<file path="config.mk">
export PLATFORM = sky130hd
export DESIGN_NAME = fbes_queue
export DESIGN_NICKNAME = d
export VERILOG_FILES = /design/src/design/fbes_pkg.sv /design/src/design/fbes_queue.sv
export SDC_FILE = /design/constraint.sdc
export NUM_CORES = 1
export LEC_CHECK = 0
export ABC_CLOCK_PERIOD_IN_PS = 2600
export BUFFER_PORTS_ARGS = -buffer_cell sky130_fd_sc_hd__buf_2
export CORE_ASPECT_RATIO = 0.7
export CORE_UTILIZATION = 55
export DETAILED_ROUTE_END_ITERATION = 8
export PLACE_DENSITY = 0.77
export RECOVER_POWER = 25
export SLEW_MARGIN = 5
export SYNTH_ARGS = -nofsm -noshare
export SYNTH_HDL_FRONTEND = slang
export SYNTH_SLANG_ARGS = --single-unit
</file>
<file path="constraint.sdc">
create_clock -name clk -period 2.6 [get_ports clk]
set_input_delay 0.26 -clock clk [delete_from_list [all_inputs] [get_ports clk]]
set_output_delay 0.26 -clock clk [all_outputs]
set_load 0.005 [all_outputs]
</file>
<file path="src/design/fbes_pkg.sv">
`default_nettype none
package fbes_pkg;

  localparam int SAMPLE_W = 24;
  localparam int ACC_W    = 32;   // Q24.8
  localparam int FRAC_W   = 8;
  localparam int WEIGHT_W = 17;
  localparam int PROD_W   = 51;

  localparam logic [WEIGHT_W-1:0] ONE_Q16 = 17'h10000;

  // one classified input beat on its way from front to back
  typedef struct packed {
    logic signed [SAMPLE_W-1:0] sample;
    logic                       is_last;
    logic                       drop;
  } entry_t;

endpackage
`default_nettype wire

</file>
<file path="src/design/fbes_queue.sv">
`default_nettype none
module fbes_queue (
  input  wire logic             clk,
  input  wire logic             rst,
  input  wire logic             wr_en,
  input  wire fbes_pkg::entry_t wr_data,
  output logic                  full,
  input  wire logic             rd_en,
  output fbes_pkg::entry_t      rd_data,
  output logic                  empty
);

  localparam int Q_DEPTH = 4;
  localparam int PTR_W   = $clog2(Q_DEPTH);
  localparam int LVL_W   = $clog2(Q_DEPTH + 1);

  fbes_pkg::entry_t mem [Q_DEPTH];
  logic [PTR_W-1:0] wr_ptr;
  logic [PTR_W-1:0] rd_ptr;
  logic [LVL_W-1:0] level;
  logic             do_wr;
  logic             do_rd;

  assign full    = (level == LVL_W'(Q_DEPTH));
  assign empty   = (level == '0);
  assign do_wr   = wr_en && !full;
  assign do_rd   = rd_en && !empty;
  assign rd_data = mem[rd_ptr];

  always_ff @(posedge clk) begin
    if (do_wr) begin
      mem[wr_ptr] <= wr_data;
    end
  end

  always_ff @(posedge clk) begin
    if (rst) begin
      wr_ptr <= '0;
      rd_ptr <= '0;
      level  <= '0;
    end else begin
      if (do_wr) begin
        wr_ptr <= wr_ptr + PTR_W'(1);
      end
      if (do_rd) begin
        rd_ptr <= rd_ptr + PTR_W'(1);
      end
      if (do_wr && !do_rd) begin
        level <= level + LVL_W'(1);
      end else if (do_rd && !do_wr) begin
        level <= level - LVL_W'(1);
      end
    end
  end

endmodule
`default_nettype wire

</file>
# Word level (Yosys, flattened, before mapping)
# Memory sizes are Yosys's and may differ from the RTL's. A register that Yosys moved wholly into a read port is not among the register bits.
# Cells that the tools add are included.
totals:
  regBits: 7
  ram_bits: 104
  input_bits: 30
  output_inout_bits: 28
  memories: 1
memory_table:
  columns: ["memory", "depth", "word_bits", "rd", "rd_ports_with_merged_regs", "wr", "line", "text"]
  rows:
  - ["mem", 4, 26, 1, 1, 1, "fbes_queue.sv:17", "fbes_pkg::entry_t mem [Q_DEPTH];"]
op_classes:
  addsub: 4
  eq_ne: 1
  mux: 6
  reduce_logical: 10
ops:
  columns: ["op", "n"]
  rows:
  - ["$mux W3", 2]
  - ["$add A2 B1 Y2 const B", 2]
  - ["$logic_and A1 B1 Y1", 4]
  - ["$logic_not A1 Y1", 4]
  - ["$mux W2", 2]
  - ["$add A3 B1 Y3 const B", 1]
  - ["$eq A3 B3 Y1 const B", 1]
  - ["$logic_not A3 Y1", 1]
  - ["$sub A3 B1 Y3 const B", 1]
  - ["$mux W1", 2]
  - ["$reduce_bool A2 Y1", 1]

# Longest topological paths before layout
depth:
  depth_word: 7
  ltp_mapped: 8
  depth_no_buf: 8

# Worst setup path before layout
# No wires, ideal clock.
synth_timing:
  path_kind: "register to register"
  start: "register level[0]"
  end: "register level[2]"
  setup_ps: 70
  arrival_ps: 1894
  slack_ps: 636
  stages_incl_launch_ff: 9
  n_path_buf: 0
  synth_period_minus_slack_ps: 1964
  path_cell_list: "dfxtp_1 nor3b_2 nor2_2 ha_1 inv_1 fa_1 xor2_1 or3_1 a21oi_1"
synth_via:
  elab_chain_cells: 6
  elab_cells_between_ends: 15
  classes_between: "2 x add/sub; 1 x eq/ne; 2 x mux; 10 x reduce/logical"
synth_lines:
  columns: ["item", "line", "text"]
  rows:
  - ["from (decl)", "fbes_queue.sv:20", "logic [LVL_W-1:0] level;"]
  - ["from (signal assigned)", "fbes_queue.sv:49", "level <= level + LVL_W'(1);"]
  - ["from (signal assigned)", "fbes_queue.sv:51", "level <= level - LVL_W'(1);"]
  - ["$eq A3 B3 Y1 *", "fbes_queue.sv:24", "assign full = (level == LVL_W'(Q_DEPTH));"]
  - ["net full", "fbes_queue.sv:7", "output logic full,"]
  - ["$logic_not A1 Y1 *", "fbes_queue.sv:26", "assign do_wr = wr_en && !full;"]
  - ["$logic_and A1 B1 Y1 *", "fbes_queue.sv:26", null]
  - ["net do_wr", "fbes_queue.sv:21", "logic do_wr;"]
  - ["$logic_not A1 Y1", "fbes_queue.sv:50", "end else if (do_rd && !do_wr) begin"]
  - ["$logic_and A1 B1 Y1", "fbes_queue.sv:50", null]
  - ["$reduce_bool A2 Y1 (no source line)", null, null]
# Mark *: on every way through the listed nets, which the timed path passes. The rest lies on a longest branch. The select of a mux whose other input is x is not followed.
# A chain may end at the register's enable or synchronous reset.

==> flow_summary_export.csv <==
group,metric,value,unit
layout,flow.area_growth_from_synthesis,30.03,%
critical_path,worst_setup_start_kind,"flop",
timing,fin_crit,2.310,ns
route,drc_errors,0,
critical_path,slowest_cell_on_the_critical_path,"dfxtp_2",
power,cellLeakagePower,1.929,nW
floorplan,fp.dieW,107.0,um
clock_network,postCtsSetupBuffers,0,
clock_network,cts.path.max_buffers,2,
critical_path,reg2reg_to,"level[2]$_SDFFE_PP0P_",
job,drv_cap,0,
timing,unrepaired_setup_endpoints_after_global_routing,"no",
clock_network,clock_tree.htree_level_count,4,
timing,setup_total_negative_slack,0,ns
power,power-per-cell-area,1046,mW/mm^2
synthesis,post_synth_instance_area,0.004245,mm^2
clock_network,cts_repair_resize_count,0,
synthesis,synth_warnings,0,
clock_network,cts.root.buffer_cell,"clkbuf_8",
power,power.clock.fraction,0.415,
critical_path,r2r_start,"level[0]$_SDFFE_PP0P_",
global_route,grt_antenna_before_repair,0,
synthesis,avgSynthCellArea,23.07,um^2
power,power_switching_share,0.2329,
route,drt-vias-per-instance,5.341,
floorplan,dieArea,0.008080,mm^2
clock_network,cts_num_sinks,113,
power,vdd.ir_drop.worst,0.7030,mV
synthesis,synthCells,184,
critical_path,crit_path_arrival_time,2.05,ns
global_route,wire_length_of_the_first_global_routing_pass,11.98,mm
placed_design,final_weighted_congestion_of_routability_driven_global_placement,0.7431,
synthesis,yosysSeqAreaShare,0.7781,
layout,fillers,418,
timing,clock-skew-final,0.007037,ns
critical_path,r2r_slack,0.48,ns
synthesis,postSynthNetCount,220,
route,drt_pass1_iterations,4,
route,mean_routed_wirelength_per_cell,19.89,um
timing,hold_viol_final,0,
layout,multi_input_comb_area,857.1,um^2
power,power_dissipated_by_switching_net_loads,1.346,mW
timing,max-slew-margin-rel,0.6597,
route,routed_via_count,2131,
synthesis,synth.ff_latch_count,113,
clock_network,cts_made_buffers,17,
route,drtIter0Drc,102,
synthesis,yosys.cell_types.count,24,
route,wirelength,7.937,mm
hold_path,hold_class,"primary input to flop",
layout,stdcell_area,0.005520,mm^2
critical_path,cp.depth,3,
timing,timing.final.setup_violations,0,
critical_path,worst_path_largest_cell_delay,0.65,ns
layout,proportion_of_layout_cells_with_a_drive_suffix_above_1,0.3555,
critical_path,endpoint_type_of_the_worst_setup_path,"output pin",
floorplan,placeableCoreArea,0.007385,mm^2
critical_path,path_max_fanout,14,
critical_path,worstPathBufferInverterCount,2,
critical_path,r2r.worst_path.cells,8,
floorplan,die_height,75.51,um
global_route,grt_use_total,0.2154,
timing,period_share,0.8884,
critical_path,setup.worst_path.class,"flop to output pin",
timing,worst_pin_slew,0.5104,ns
floorplan,top_ports,58,
power,internal_dissipation,4.431,mW
clock_network,path_clk_slew,0.05,ns
layout,final_nets,324,
global_route,largest_net_degree_at_the_start_of_global_routing,27,
placed_design,place.port_buffers,57,
timing,maxClockFrequency,0.4329,GHz
critical_path,setup.worst_path.end,"rd_data[8]",
critical_path,timing.critical_path.required,2.34,ns
placed_design,dp_hpwl,4.388,mm
route,drt.antenna.violating_nets,0,
clock_network,worstSkewPairLatency,0.50,ns
outcome,status,"complete, no violations",
critical_path,critical_path.top_delay_family,"flip-flops",
floorplan,start_util,0.5749,
power,share_seq_of_total_power,0.404,
power,power.combinational.fraction,0.181,
layout,antenna_cells_inserted,0,
floorplan,floorplan.rows,26,
global_route,global_route.overflow_total,0,
clock_network,cts_tree,"done",
global_route,number_of_global_route_vias_before_repair,2241,
timing,slew_violations,0,
placed_design,placed_area,0.004664,mm^2
layout,seq_area,0.003304,mm^2
critical_path,crit_chain,"buf_12, mux4_2, buf_2",
==> worst min path at each step <==
stage | start | to | slack [ns] | depth (start not counted)
after floorplan | wr_data[0] | mem[0][0]$_DFFE_PP_ | 0.36 | 0
after global placement | wr_data[14] | mem[2][14]$_DFFE_PP_ | 0.47 | 1
after detailed placement | wr_data[0] | mem[0][0]$_DFFE_PP_ | 0.48 | 1
after CTS | rst | wr_ptr[0]$_SDFFE_PP0P_ | 0.03 | 2
after global routing | rst | wr_ptr[0]$_SDFFE_PP0P_ | 0.03 | 2
final | rst | level[2]$_SDFFE_PP0P_ | 0.04 | 2
==> cells in the final DEF, fill, tap and decap left out, drive strengths merged <==
cell type / count
edfxtp: 104
nand2b: 2
o21ai: 2
clkinvlp: 3
or3: 2
buf: 50
fa: 1
o31ai: 1
mux4: 26
mux2i: 2
bufinv: 5
inv: 4
nor3b: 1
clkinv: 3
nor2: 6
o311ai: 1
clkbuf: 37
nor3: 1
a21oi: 2
dfxtp: 9
dlygate4sd3: 26
and2: 4
ha: 5
xor2: 4
==> state kept, by name (all words and copies together), names as in the netlist, named ones only <==
signal  cells
rd_ptr      2
level       3
wr_ptr      2
mem       104
==> metal layers <==
| metal | track usage | share of wire | vias up |
|---|---|---|---|
| met3 | 0.07528 | 0.055 | 5 |
| met1 | 0.2738 | 0.42 | 1078 |
| met5 | 0 | 0 | - |
| li1 | - | - | 970 |
| met4 | 0.07154 | 0.0045 | 0 |
| met2 | 0.3570 | 0.52 | 78 |
==> cell families after synthesis <==
logic type      synth area share
compound gates          0.009726
flops                     0.7781
mux                       0.1426
buf+inv                  0.02004
simple gates             0.02181
fa+ha+maj                0.01945
xor+xnor                0.008251
==> repair_timing <==
action	4_1_cts	5_1_grt
endpoints found under the setup margin	0	0
endpoints found under the hold margin	104	0
hold buffers	26	0
==> metrics by stage <==
stage | hold slack, ns | instances | worst slack, ns | util | power, mW
floorplan | 0.3589 | 184 | 0.6360 | - | 3.034
global placement | 0.4740 | 341 | 0.5451 | 0.6317 | 3.364
detailed placement | 0.4811 | 341 | 0.4613 | 0.6317 | 3.382
CTS | 0.02683 | 399 | 0.2259 | 0.7503 | 5.824
global route | 0.03406 | 399 | 0.1417 | 0.7475 | 6.000
finish | 0.03570 | 399 | 0.2901 | 0.7475 | 5.777
==> cells in the mapped netlist <==
cell type | n | area [um^2]
edfxtp_1 | 104 | 3123
mux4_2 | 26 | 585.6
dfxtp_1 | 9 | 180.2
ha_1 | 5 | 62.56
nor2_1 | 5 | 18.77
and2_1 | 4 | 25.02
inv_1 | 4 | 15.01
xor2_1 | 4 | 35.03
a21oi_1 | 2 | 10.01
buf_12 | 2 | 40.04
buf_2 | 2 | 10.01
mux2i_1 | 2 | 20.02
nand2b_1 | 2 | 12.51
o21ai_0 | 2 | 10.01
or3_1 | 2 | 12.51
buf_6 | 1 | 11.26
clkbuf_1 | 1 | 3.750
clkbuf_2 | 1 | 5.000
fa_1 | 1 | 20.02
nor2_2 | 1 | 6.260
nor3_1 | 1 | 5.000
nor3b_2 | 1 | 12.51
o311ai_1 | 1 | 8.760
o31ai_2 | 1 | 12.51
==> power by group through the flow <==
stage / Sequential, mW / Combinational [mW] / Clock (mW)
after global routing: 2.37 / 1.14 / 2.49
after floorplan: 2.29 / 0.747 / 0
after CTS: 2.34 / 1.06 / 2.41
after global placement: 2.35 / 1.01 / 0
final: 2.34 / 1.05 / 2.40
after detailed placement: 2.37 / 1.01 / 0
==> final cells by class <==
type,instances,area share
clock buffers,21,0.07774
inverters,4,0.002720
well taps,98,0.02221
flip-flops and latches,113,0.5986
repair buffers,92,0.1097
multi-input cells,60,0.1553
clock inverters,11,0.03377
(Power assumes the default switching activity.)
