==> src/design/fbes_pkg.sv <==
`default_nettype none
package fbes_pkg;

  localparam int SAMPLE_W = 24;
  localparam int ACC_W    = 32;   // Q24.8
  localparam int FRAC_W   = 8;
  localparam int WEIGHT_W = 17;
  localparam int PROD_W   = 51;

  localparam logic [WEIGHT_W-1:0] ONE_Q16 = 17'h10000;

  // one classified input beat on its way from front to back
  typedef struct packed {
    logic signed [SAMPLE_W-1:0] sample;
    logic                       is_last;
    logic                       drop;
  } entry_t;

endpackage
`default_nettype wire

==> src/design/fbes_front.sv <==
`default_nettype none
module fbes_front #(
  parameter int MAX_LEN = 64
) (
  input  wire logic                                 clk,
  input  wire logic                                 rst,
  input  wire logic                                 push,
  output logic                                      full,
  input  wire logic signed [fbes_pkg::SAMPLE_W-1:0] sample,
  input  wire logic                                 is_last,
  input  wire logic                                 q_full,
  output logic                                      q_push,
  output fbes_pkg::entry_t                          q_entry
);

  localparam int CNT_W = $clog2(MAX_LEN + 1);

  logic [CNT_W-1:0] count;
  logic             drop;

  assign full   = q_full;
  assign q_push = push && !q_full;
  assign drop   = (count == CNT_W'(MAX_LEN));

  assign q_entry.sample  = sample;
  assign q_entry.is_last = is_last;
  assign q_entry.drop    = drop;

  // mirrors the store fill level so that overflow is decided at the door
  always_ff @(posedge clk) begin
    if (rst) begin
      count <= '0;
    end else if (q_push) begin
      if (is_last) begin
        count <= '0;
      end else if (!drop) begin
        count <= count + CNT_W'(1);
      end
    end
  end

endmodule
`default_nettype wire

==> config.mk <==
export PLATFORM = sky130hd
export DESIGN_NAME = fbes_front
export DESIGN_NICKNAME = d
export VERILOG_FILES = /design/src/design/fbes_pkg.sv /design/src/design/fbes_front.sv
export SDC_FILE = /design/constraint.sdc
export NUM_CORES = 1
export LEC_CHECK = 0
export BUFFER_PORTS_ARGS = -buffer_cell sky130_fd_sc_hd__buf_2
export CAP_MARGIN = 20
export CORE_MARGIN = 10
export CORE_UTILIZATION = 38
export CTS_CLUSTER_DIAMETER = 40
export DETAILED_ROUTE_END_ITERATION = 6
export PLACE_DENSITY = 0.83
export SKIP_LAST_GASP = 1
export SLEW_MARGIN = 20
export SYNTH_ARGS = -nofsm -noshare
export SYNTH_HDL_FRONTEND = slang
export SYNTH_SLANG_ARGS = --single-unit
==> constraint.sdc <==
create_clock -name clk -period 2.5 [get_ports clk]
set_input_delay 0.5 -clock clk [delete_from_list [all_inputs] [get_ports clk]]
set_output_delay 0.5 -clock clk [all_outputs]
set_load 0.01 [all_outputs]
# After elaboration in Yosys (flattened, before gate mapping)
# Index checks and enable logic that the tools add are counted.
# Widths: inputs -> output; s select.
[word_totals] reg_bits=7 word_cells=9
[classes] add_sub_neg=1 n_eq_ne=2 muxes=2 reduce_logical=3
[op_table] operator="$mux 7" n=2
[op_table] operator="$add 7x1->7 const B" n=1
[op_table] operator="$eq 7x7->1 const B" n=1
[op_table] operator="$ne 2x2->1 const B" n=1
[op_table] operator="$reduce_and 2->1" n=1
[op_table] operator="$logic_and 1x1->1" n=1
[op_table] operator="$logic_not 1->1" n=1

# Depth between registers and ports, before layout
# Gate-level depths: netlist of run 1.
[logic_depth] word_depth=3 depth_mapped=4

# Least setup slack after synthesis of run 1
# No wires, ideal clock.
[synth_timing] kind="input to register" startpoint="in is_last" endpoint="reg count[5]" setup_ns=0.070 arrival_time_ns=1.511 required_ns=2.430 slack_ns=0.920 cell_stages=3 cell_sequence="or3b_4 or4_1 a21oi_1"
[synth_between] elab_chain_len=2 word_cells_on_any_way=3 cone_classes="eq/ne (1); mux (1); reduce/logical (1)"
[synth_rtl] item="start: declaration" line_no="fbes_front.sv:10" rtl="input wire logic is_last,"
[synth_rtl] item="$ne 2x2->1 (no line)"
[synth_rtl] item="$reduce_and 2->1 (no line)"
[synth_rtl] item="end signal: assignment" line_no="fbes_front.sv:37" rtl="count <= count + CNT_W'(1);"
[synth_rtl] item="end: declaration" line_no="fbes_front.sv:18" rtl="logic [CNT_W-1:0] count;"
# Parallel ways exist; a longest one is shown, timed or not.
# A chain may end at the register's enable or synchronous reset.

==> run summary, run 1 <==
The tools report the total routed wirelength as 1240 um. No sink is reached through more buffers than the 2 on the longest clock path. Once detail routing completed, the nets flagged for antenna violations numbered 0. The setup path with the least slack is of type reg -> out. The height of the die works out to 59.8 um.

Number of global-route vias before repair: 426. In this run the post-CTS setup repair buffer count came out at 0. The clock tree skew after final layout is 0.00101 ns, and the number of flip-flops under the largest register name is 7.

The power density over the cells was 511 mW/mm2; the worst hold margin was 0.502 ns. At the pin with the least slew margin, the transition time is 0.507 ns. The detailed router put a total of 424 um of wire on met1. The run gives 159 um as the routed length on met3.

The run gives 3 as the total clock buffers created by CTS. Of all cell types, the one taking the most synthesized area is sky130_fd_sc_hd__buf_4. The global router's overall resource usage was 0.0723; the initial cell density of the core was 0.400.

The count of maximum capacitance violations is 0, and the flop and latch count out of synthesis is 7. After legalization and detailed placement, the total HPWL measured 963 um. The data arrival time of the worst path is 1.49 ns. The most common cell in the synthesized netlist was sky130_fd_sc_hd__buf_4.

The tools report the number of detailed-route iterations in the first pass as 4. Counting flops per register, the top entry is count. The run gives 0.00358 mm2 as the area of the die. The hold path depth is 2.

In the final layout, the registers with the most flip-flops are count x7. The number of antenna violations at the first check in global routing came out at 0. Detailed routing placed a total of 617 um of wire on met2. The count of final max-slew check failures was 0. The fraction of the yosys area taken by sequential cells was 0.233; the final number of hold-violating endpoints was 0.

The placement row count is 14, and the netlist area before placement is 602 um2. The average instance area after synthesis works out to 7.92 um2. Yosys attributes the largest share of cell area to sky130_fd_sc_hd__buf_4 34%, sky130_fd_sc_hd__dfxtp_1 23%, sky130_fd_sc_hd__ha_1 4.2%, sky130_fd_sc_hd__a21oi_1 3.3%, sky130_fd_sc_hd__nand3_1 3.3%. In this run, post-CTS repair resized a total of 0 instances. In this run the count of I/O pins placed on the die edge is 57. The number of nets in the synthesized netlist is 107. The number of cells on the worst reg-to-reg path works out to 3. For the worst voltage drop across the vdd grid, the log shows 0.239 mV. The flow ran to the end, and the final reports show no timing, DRC or antenna violations.

The area overhead of the layout relative to synthesis came out at -19.3%. The routed layout has 457 vias. The worst register-to-register path begins at count[3].

The logs give 1 for the depth of the CTS H-tree and 93 for the number of nets in the layout. The first routing iteration left 26 violations. The predominant post-synthesis flop cell was sky130_fd_sc_hd__dfxtp_1. The floorplan step set the die width to 59.8 um. The maximum frequency from static timing analysis came out at 504 MHz. The startpoint identified for the worst hold timing path is rst. The final weighted congestion of routability-driven global placement came out at 0.896. The smallest clock period supported by the final layout is computed as 1.99 ns.

The highest layer touched by signal routing is met4. The clock-pin slew on the worst setup and hold paths was 0.05 ns; the final setup violation count was 0. The final critical-path share of the clock period is 0.794, and the post-route DRC violation count is 0.

The run gives 7 as the clock sink count. Sorting the synthesized cells by how often they occur yields 27 x sky130_fd_sc_hd__buf_4, 7 x sky130_fd_sc_hd__dfxtp_1, 5 x sky130_fd_sc_hd__inv_1. Entering global routing, the biggest net connects 8 pins.

Synthesis instantiated 21 different standard cells from the library. Of all nets on the critical path, the largest fanout is 6. Using the TritonRoute via totals, the vias-per-cell ratio works out to 5.94.

After routing, the total negative slack on setup checks comes to 0 ns. The run gives 0 as the hold buffer count at CTS. The proportion of netlist area held by the largest area contributor was 0.337. The tools report the kind of start point of the critical path as a flip-flop.

Setup repair after global routing left no endpoint under its margin. For the endpoint required time on the critical path, the log shows 2.00 ns. The share of cells above drive strength 1 came out at 0.246. The tree is rooted in a sky130_fd_sc_hd__clkbuf_4.

The worst slew margin relative to its limit was 0.658; the clock latency on the worst-skew pair was 0.26 ns. Summed over all layers, the global routing overflow is 0. In this run the static leakage power is 0.184 nW.

The reg-to-reg setup timing slack is 1.09 ns. The tools report the cell count after synthesis as 76. The number of antenna diodes in the final layout is 0.

The number of buffers inserted by port buffering was 8. The worst register-to-register path ends at count[1]. The async set-reset flop share out of synthesis works out to 0. The area of the placeable core came out at 0.00151 mm2. The hold path endpoint was count[6]. Dividing the detail-routed wire length by the instance count gives 16.1 um. The first global-routing pass estimated 1950 um of wire. The class of the worst hold path was in -> reg.

TritonCTS built the clock tree. The worst setup path is captured at an output port. The synthesis warning total was 0.

The count of flip-flops with a built-in enable after synthesis came out at 0.
==> cell usage in the layout, fill, tap and decap left out, types with 3 or more instances in the layout <==
| cell type | n |
|---|---|
| sky130_fd_sc_hd__nand3_1 | 4 |
| sky130_fd_sc_hd__nor2_1 | 3 |
| sky130_fd_sc_hd__nand2_1 | 4 |
| sky130_fd_sc_hd__a21oi_1 | 4 |
| sky130_fd_sc_hd__buf_2 | 8 |
| sky130_fd_sc_hd__inv_1 | 5 |
| sky130_fd_sc_hd__a31oi_1 | 3 |
| sky130_fd_sc_hd__dfxtp_1 | 7 |
| sky130_fd_sc_hd__clkbuf_4 | 3 |
==> report_power, final <==
part / switching, mW / internal, mW / total [mW]
combinational: 0.0147 / 0.00986 / 0.0246
sequential: 0.00130 / 0.113 / 0.114
clock: 0.0484 / 0.0613 / 0.110
total: 0.0644 / 0.184 / 0.248
==> cell families after synthesis <==
| family | Yosys count | synth area share |
|---|---|---|
| DFF | 7 | 0.233 |
| and+or+nand+nor | 20 | 0.193 |
| adders and majority gates | 2 | 0.0416 |
| AOI/OAI and AO/OA | 15 | 0.164 |
| buffers and inverters | 32 | 0.368 |
==> worst max-delay path, stage by stage (launching register included) <==
cell                      delay, ns
sky130_fd_sc_hd__dfxtp_1       0.35
sky130_fd_sc_hd__nor4b_1       0.51
sky130_fd_sc_hd__and3_1        0.23
sky130_fd_sc_hd__buf_2         0.13
==> worst max-delay path by stage <==
stage / start / to / slack [ns] / cells after the start
3_5_place_dp: is_last / count[5] / 0.73 / 4
3_3_place_gp: is_last / count[5] / 0.75 / 4
6_report: count[3] / q_entry[0] / 0.51 / 3
4_1_cts: count[3] / q_entry[0] / 0.52 / 3
5_1_grt: count[3] / q_entry[0] / 0.39 / 3
2_1_floorplan: is_last / count[5] / 0.92 / 3
==> stage by stage <==
step	utilization	worst slack, ns	instance area [um2]	total power, mW	cells
2_1_floorplan	-	0.920	602	0.170	76
3_3_place_gp	0.305	0.751	459	0.140	73
3_5_place_dp	0.305	0.730	459	0.140	73
4_1_cts	0.322	0.524	485	0.249	77
5_1_grt	0.322	0.389	485	0.257	77
6_report	0.322	0.514	485	0.248	77
==> cell type report <==
type | instances | area, um2
clock buffers | 4 | 26.3
fillers | 159 | 1020
inverters | 5 | 18.8
multi-input cells | 37 | 240
flip-flops and latches | 7 | 140
well taps | 16 | 20.0
repair buffers | 8 | 40.0
==> per-layer routing <==
metal  up-vias  track usage
met5         -            0
met4         0       0.0609
met3         7       0.0487
met2        29        0.107
met1       210       0.0667
li1        211            -
Power figures use the tool's default switching activity.
==> inputs of run 2 (changes only) <==
--- a/config.mk
+++ b/config.mk
@@ -8,10 +8,10 @@
 export BUFFER_PORTS_ARGS = -buffer_cell sky130_fd_sc_hd__buf_2
 export CAP_MARGIN = 20
 export CORE_MARGIN = 10
-export CORE_UTILIZATION = 38
+export CORE_UTILIZATION = 35
 export CTS_CLUSTER_DIAMETER = 40
 export DETAILED_ROUTE_END_ITERATION = 6
-export PLACE_DENSITY = 0.83
+export PLACE_DENSITY = 0.77
 export SKIP_LAST_GASP = 1
 export SLEW_MARGIN = 20
 export SYNTH_ARGS = -nofsm -noshare
==> constraint.sdc (replaced) <==
create_clock -name clk -period 2 [get_ports clk]
set_input_delay 0.4 -clock clk [delete_from_list [all_inputs] [get_ports clk]]
set_output_delay 0.4 -clock clk [all_outputs]
set_load 0.01 [all_outputs]
==> run summary, run 2 (same netlist as run 1, synthesis figures left out) <==
The flow ran to the end, and the final reports show no timing, DRC or antenna violations. The tools report the maximum number of buffers from clock root to sink as 2 (unchanged). Maximum net fanout on the critical path: 6 (unchanged).

Counting flops per register, the top entry is count. Type of the worst setup path: reg -> out. The ratio of routed vias to standard cells was 5.66 (-4.6%). The logs give 8 (unchanged) for the pin count of the biggest net entering global routing and 0.186 nW (+1.3%) for the static power due to leakage. The worst voltage drop across the vdd grid was 0.371 mV (+55%).

The run gives 0.0708 (-0.00147) as the global router's overall resource usage. The clock latency on the worst-skew pair was 0.25 ns (about the same). The area overhead of the layout relative to synthesis is -18.3%, and the share of cells above drive strength 1 is 0.262 (+0.0164). The number of cells upsized or downsized after cts is 0 (unchanged), and the count of final max-slew check failures is 0 (unchanged). Data arrival time of the worst path: 1.35 ns (-0.14 ns). The wire length per cell is 16.2 um (+0.81%). Setup repair after global routing left no endpoint under its margin.

Count of maximum capacitance violations: 0 (unchanged). Number of flip-flops under the largest register name: 7 (unchanged). The endpoint identified for the worst register-to-register timing path is count[4]. The logs give 0 (unchanged) for the count of inserted antenna diode cells and 93 (unchanged) for the number of nets in the layout. Placed wire-length estimate after detailed placement: 979 um (+1.7%). The worst register-to-register path begins at count[0].

The instance area at placement is 459 um2 (unchanged). Final critical-path share of the clock period: 0.874. In this run the worst setup path terminates at q_entry[0]. STA classifies the critical path startpoint as a flip-flop. The number of placed I/O pins was 57 (unchanged); the total clock buffers created by CTS was 3 (unchanged). Worst hold margin: 0.420 ns (-0.0821 ns).

The tools report the placement row count as 14 (unchanged). The run gives 0.63 ns (-0.46 ns) as the reg-to-reg setup timing slack. The final number of hold-violating endpoints was 0 (unchanged).

The first-pass GRT wire length is 1970 um (+1.4%), and the clock tree skew after final layout is 0.00384 ns (+0.00282 ns). The clock-pin slew on the worst setup and hold paths was 0.06 ns (about the same); the number of global-route vias before repair was 382 (-10%). The hold buffer count at CTS was 0 (unchanged). The depth of the CTS H-tree came out at 1 (unchanged). The number of vias after detailed routing is 436 (-4.6%). The number of antenna violations at the first check in global routing was 0 (unchanged); the cell count after placement was 73 (unchanged). Height of the die: 61.5 um (+2.8%). The core utilization of the finished layout came out at 0.315 (-0.00685). The logs give 0 (unchanged) for the remaining global-route overflow and 0.386 (-0.0135) for the initial cell density of the core. The tools report the number of violations reported at the end of detailed-routing iteration 0 as 10 (-62%). The class of the worst hold path was in -> reg. The actual transition at the worst max-transition pin works out to 0.345 ns (-0.162 ns).

The tools report the setup total negative slack as 0 ns (unchanged). Endpoint kind of the worst setup timing path: an output port. For the post-route DRC violation count, the log shows 0 (unchanged). The total routed wirelength was 1250 um (+0.81%).

The die width came out at 61.5 um (+2.8%). TritonCTS built the clock tree. The area of the placeable core came out at 0.00156 mm2 (+3.5%). Timing would allow up to 572 MHz.

Clock sink count: 7 (unchanged). The remaining number of nets flagged by the antenna check after routing is 0 (unchanged), and the worst slew margin relative to its limit is 0.770 (+0.112). The number of buffers inserted by port buffering was 8 (unchanged); the number of cells on the worst reg-to-reg path was 4 (+1).

The run gives 0.00378 mm2 (+5.7%) as the area of the die. The run gives 0 (unchanged) as the post-CTS repair timing setup buffer count. The clock period could shrink to 1.75 ns. In this run the worst setup path begins at count[3]. The final cell area excluding filler cells is 492 um2 (+1.3%), and the final weighted congestion of routability-driven global placement is 0.832 (-7.2%). Clock tree synthesis selected as its root buffer the cell sky130_fd_sc_hd__clkbuf_4. The power density over the cells works out to 618 mW/mm2 (+21%).

The endpoint required time on the critical path was 1.60 ns (-0.40 ns). The tools report the final setup violation count as 0 (unchanged). In the final layout, the registers with the most flip-flops are count x7. The library cells used most frequently in the layout, excluding fill and tap cells, are 8 x sky130_fd_sc_hd__buf_2, 7 x sky130_fd_sc_hd__dfxtp_1, 5 x sky130_fd_sc_hd__inv_1. The number of detailed-route iterations in the first pass was 4 (unchanged). The library cell used most frequently in the layout, excluding fill and tap cells, is sky130_fd_sc_hd__buf_2.

The filler-free cell count of the finished design was 77 (unchanged).
run 2: cell counts in the layout (fill, tap and decap cells not counted):
Identical to the previous run, type by type.
run 2: layer usage:
layer	global-route usage	up-vias	share of wire	wire length, um
li1	-	214	-	-
met1	0.0748	194	0.38	469
met2	0.101	18	0.47	585
met3	0.0514	10	0.13	164
met4	0.0414	0	0.023	29
met5	0	-	0	0
run 2: report_power, final:
part	internal (mW)	switching, mW	total (mW)
Sequential	0.141	0.00150	0.142
Clock	0.0763	0.0542	0.131
Combinational	0.0122	0.0186	0.0309
run 2: metrics by stage:
| step | power (mW) | setup slack (ns) |
|---|---|---|
| 2_1_floorplan | 0.213 | 0.520 |
| 3_3_place_gp | 0.175 | 0.348 |
| 3_5_place_dp | 0.176 | 0.307 |
| 4_1_cts | 0.308 | 0.0803 |
| 5_1_grt | 0.320 | 0.162 |
| 6_report | 0.304 | 0.253 |
run 2: layout make-up:
type,instances,area (um2)
clock buffers,4,26.3
fillers,163,1070
multi-input cells,37,246
repair buffers,8,40.0
inverters,5,18.8
well taps,16,20.0
flip-flops and latches,7,140
run 2: critical path: stages, from the launching register on:
cell and delay (ns):
sky130_fd_sc_hd__dfxtp_1 0.36, sky130_fd_sc_hd__nor4b_2 0.40, sky130_fd_sc_hd__and3_1 0.20, sky130_fd_sc_hd__buf_2 0.13
run 2: worst min path at each step:
| stage | from | end | slack [ns] | depth (start not counted) |
|---|---|---|---|---|
| floorplan | count[4] | count[4] | 0.47 | 2 |
| global placement | count[6] | count[6] | 0.49 | 2 |
| detailed placement | count[4] | count[4] | 0.51 | 2 |
| CTS | rst | count[5] | 0.41 | 2 |
| global route | rst | count[5] | 0.42 | 2 |
| finish | rst | count[3] | 0.42 | 2 |
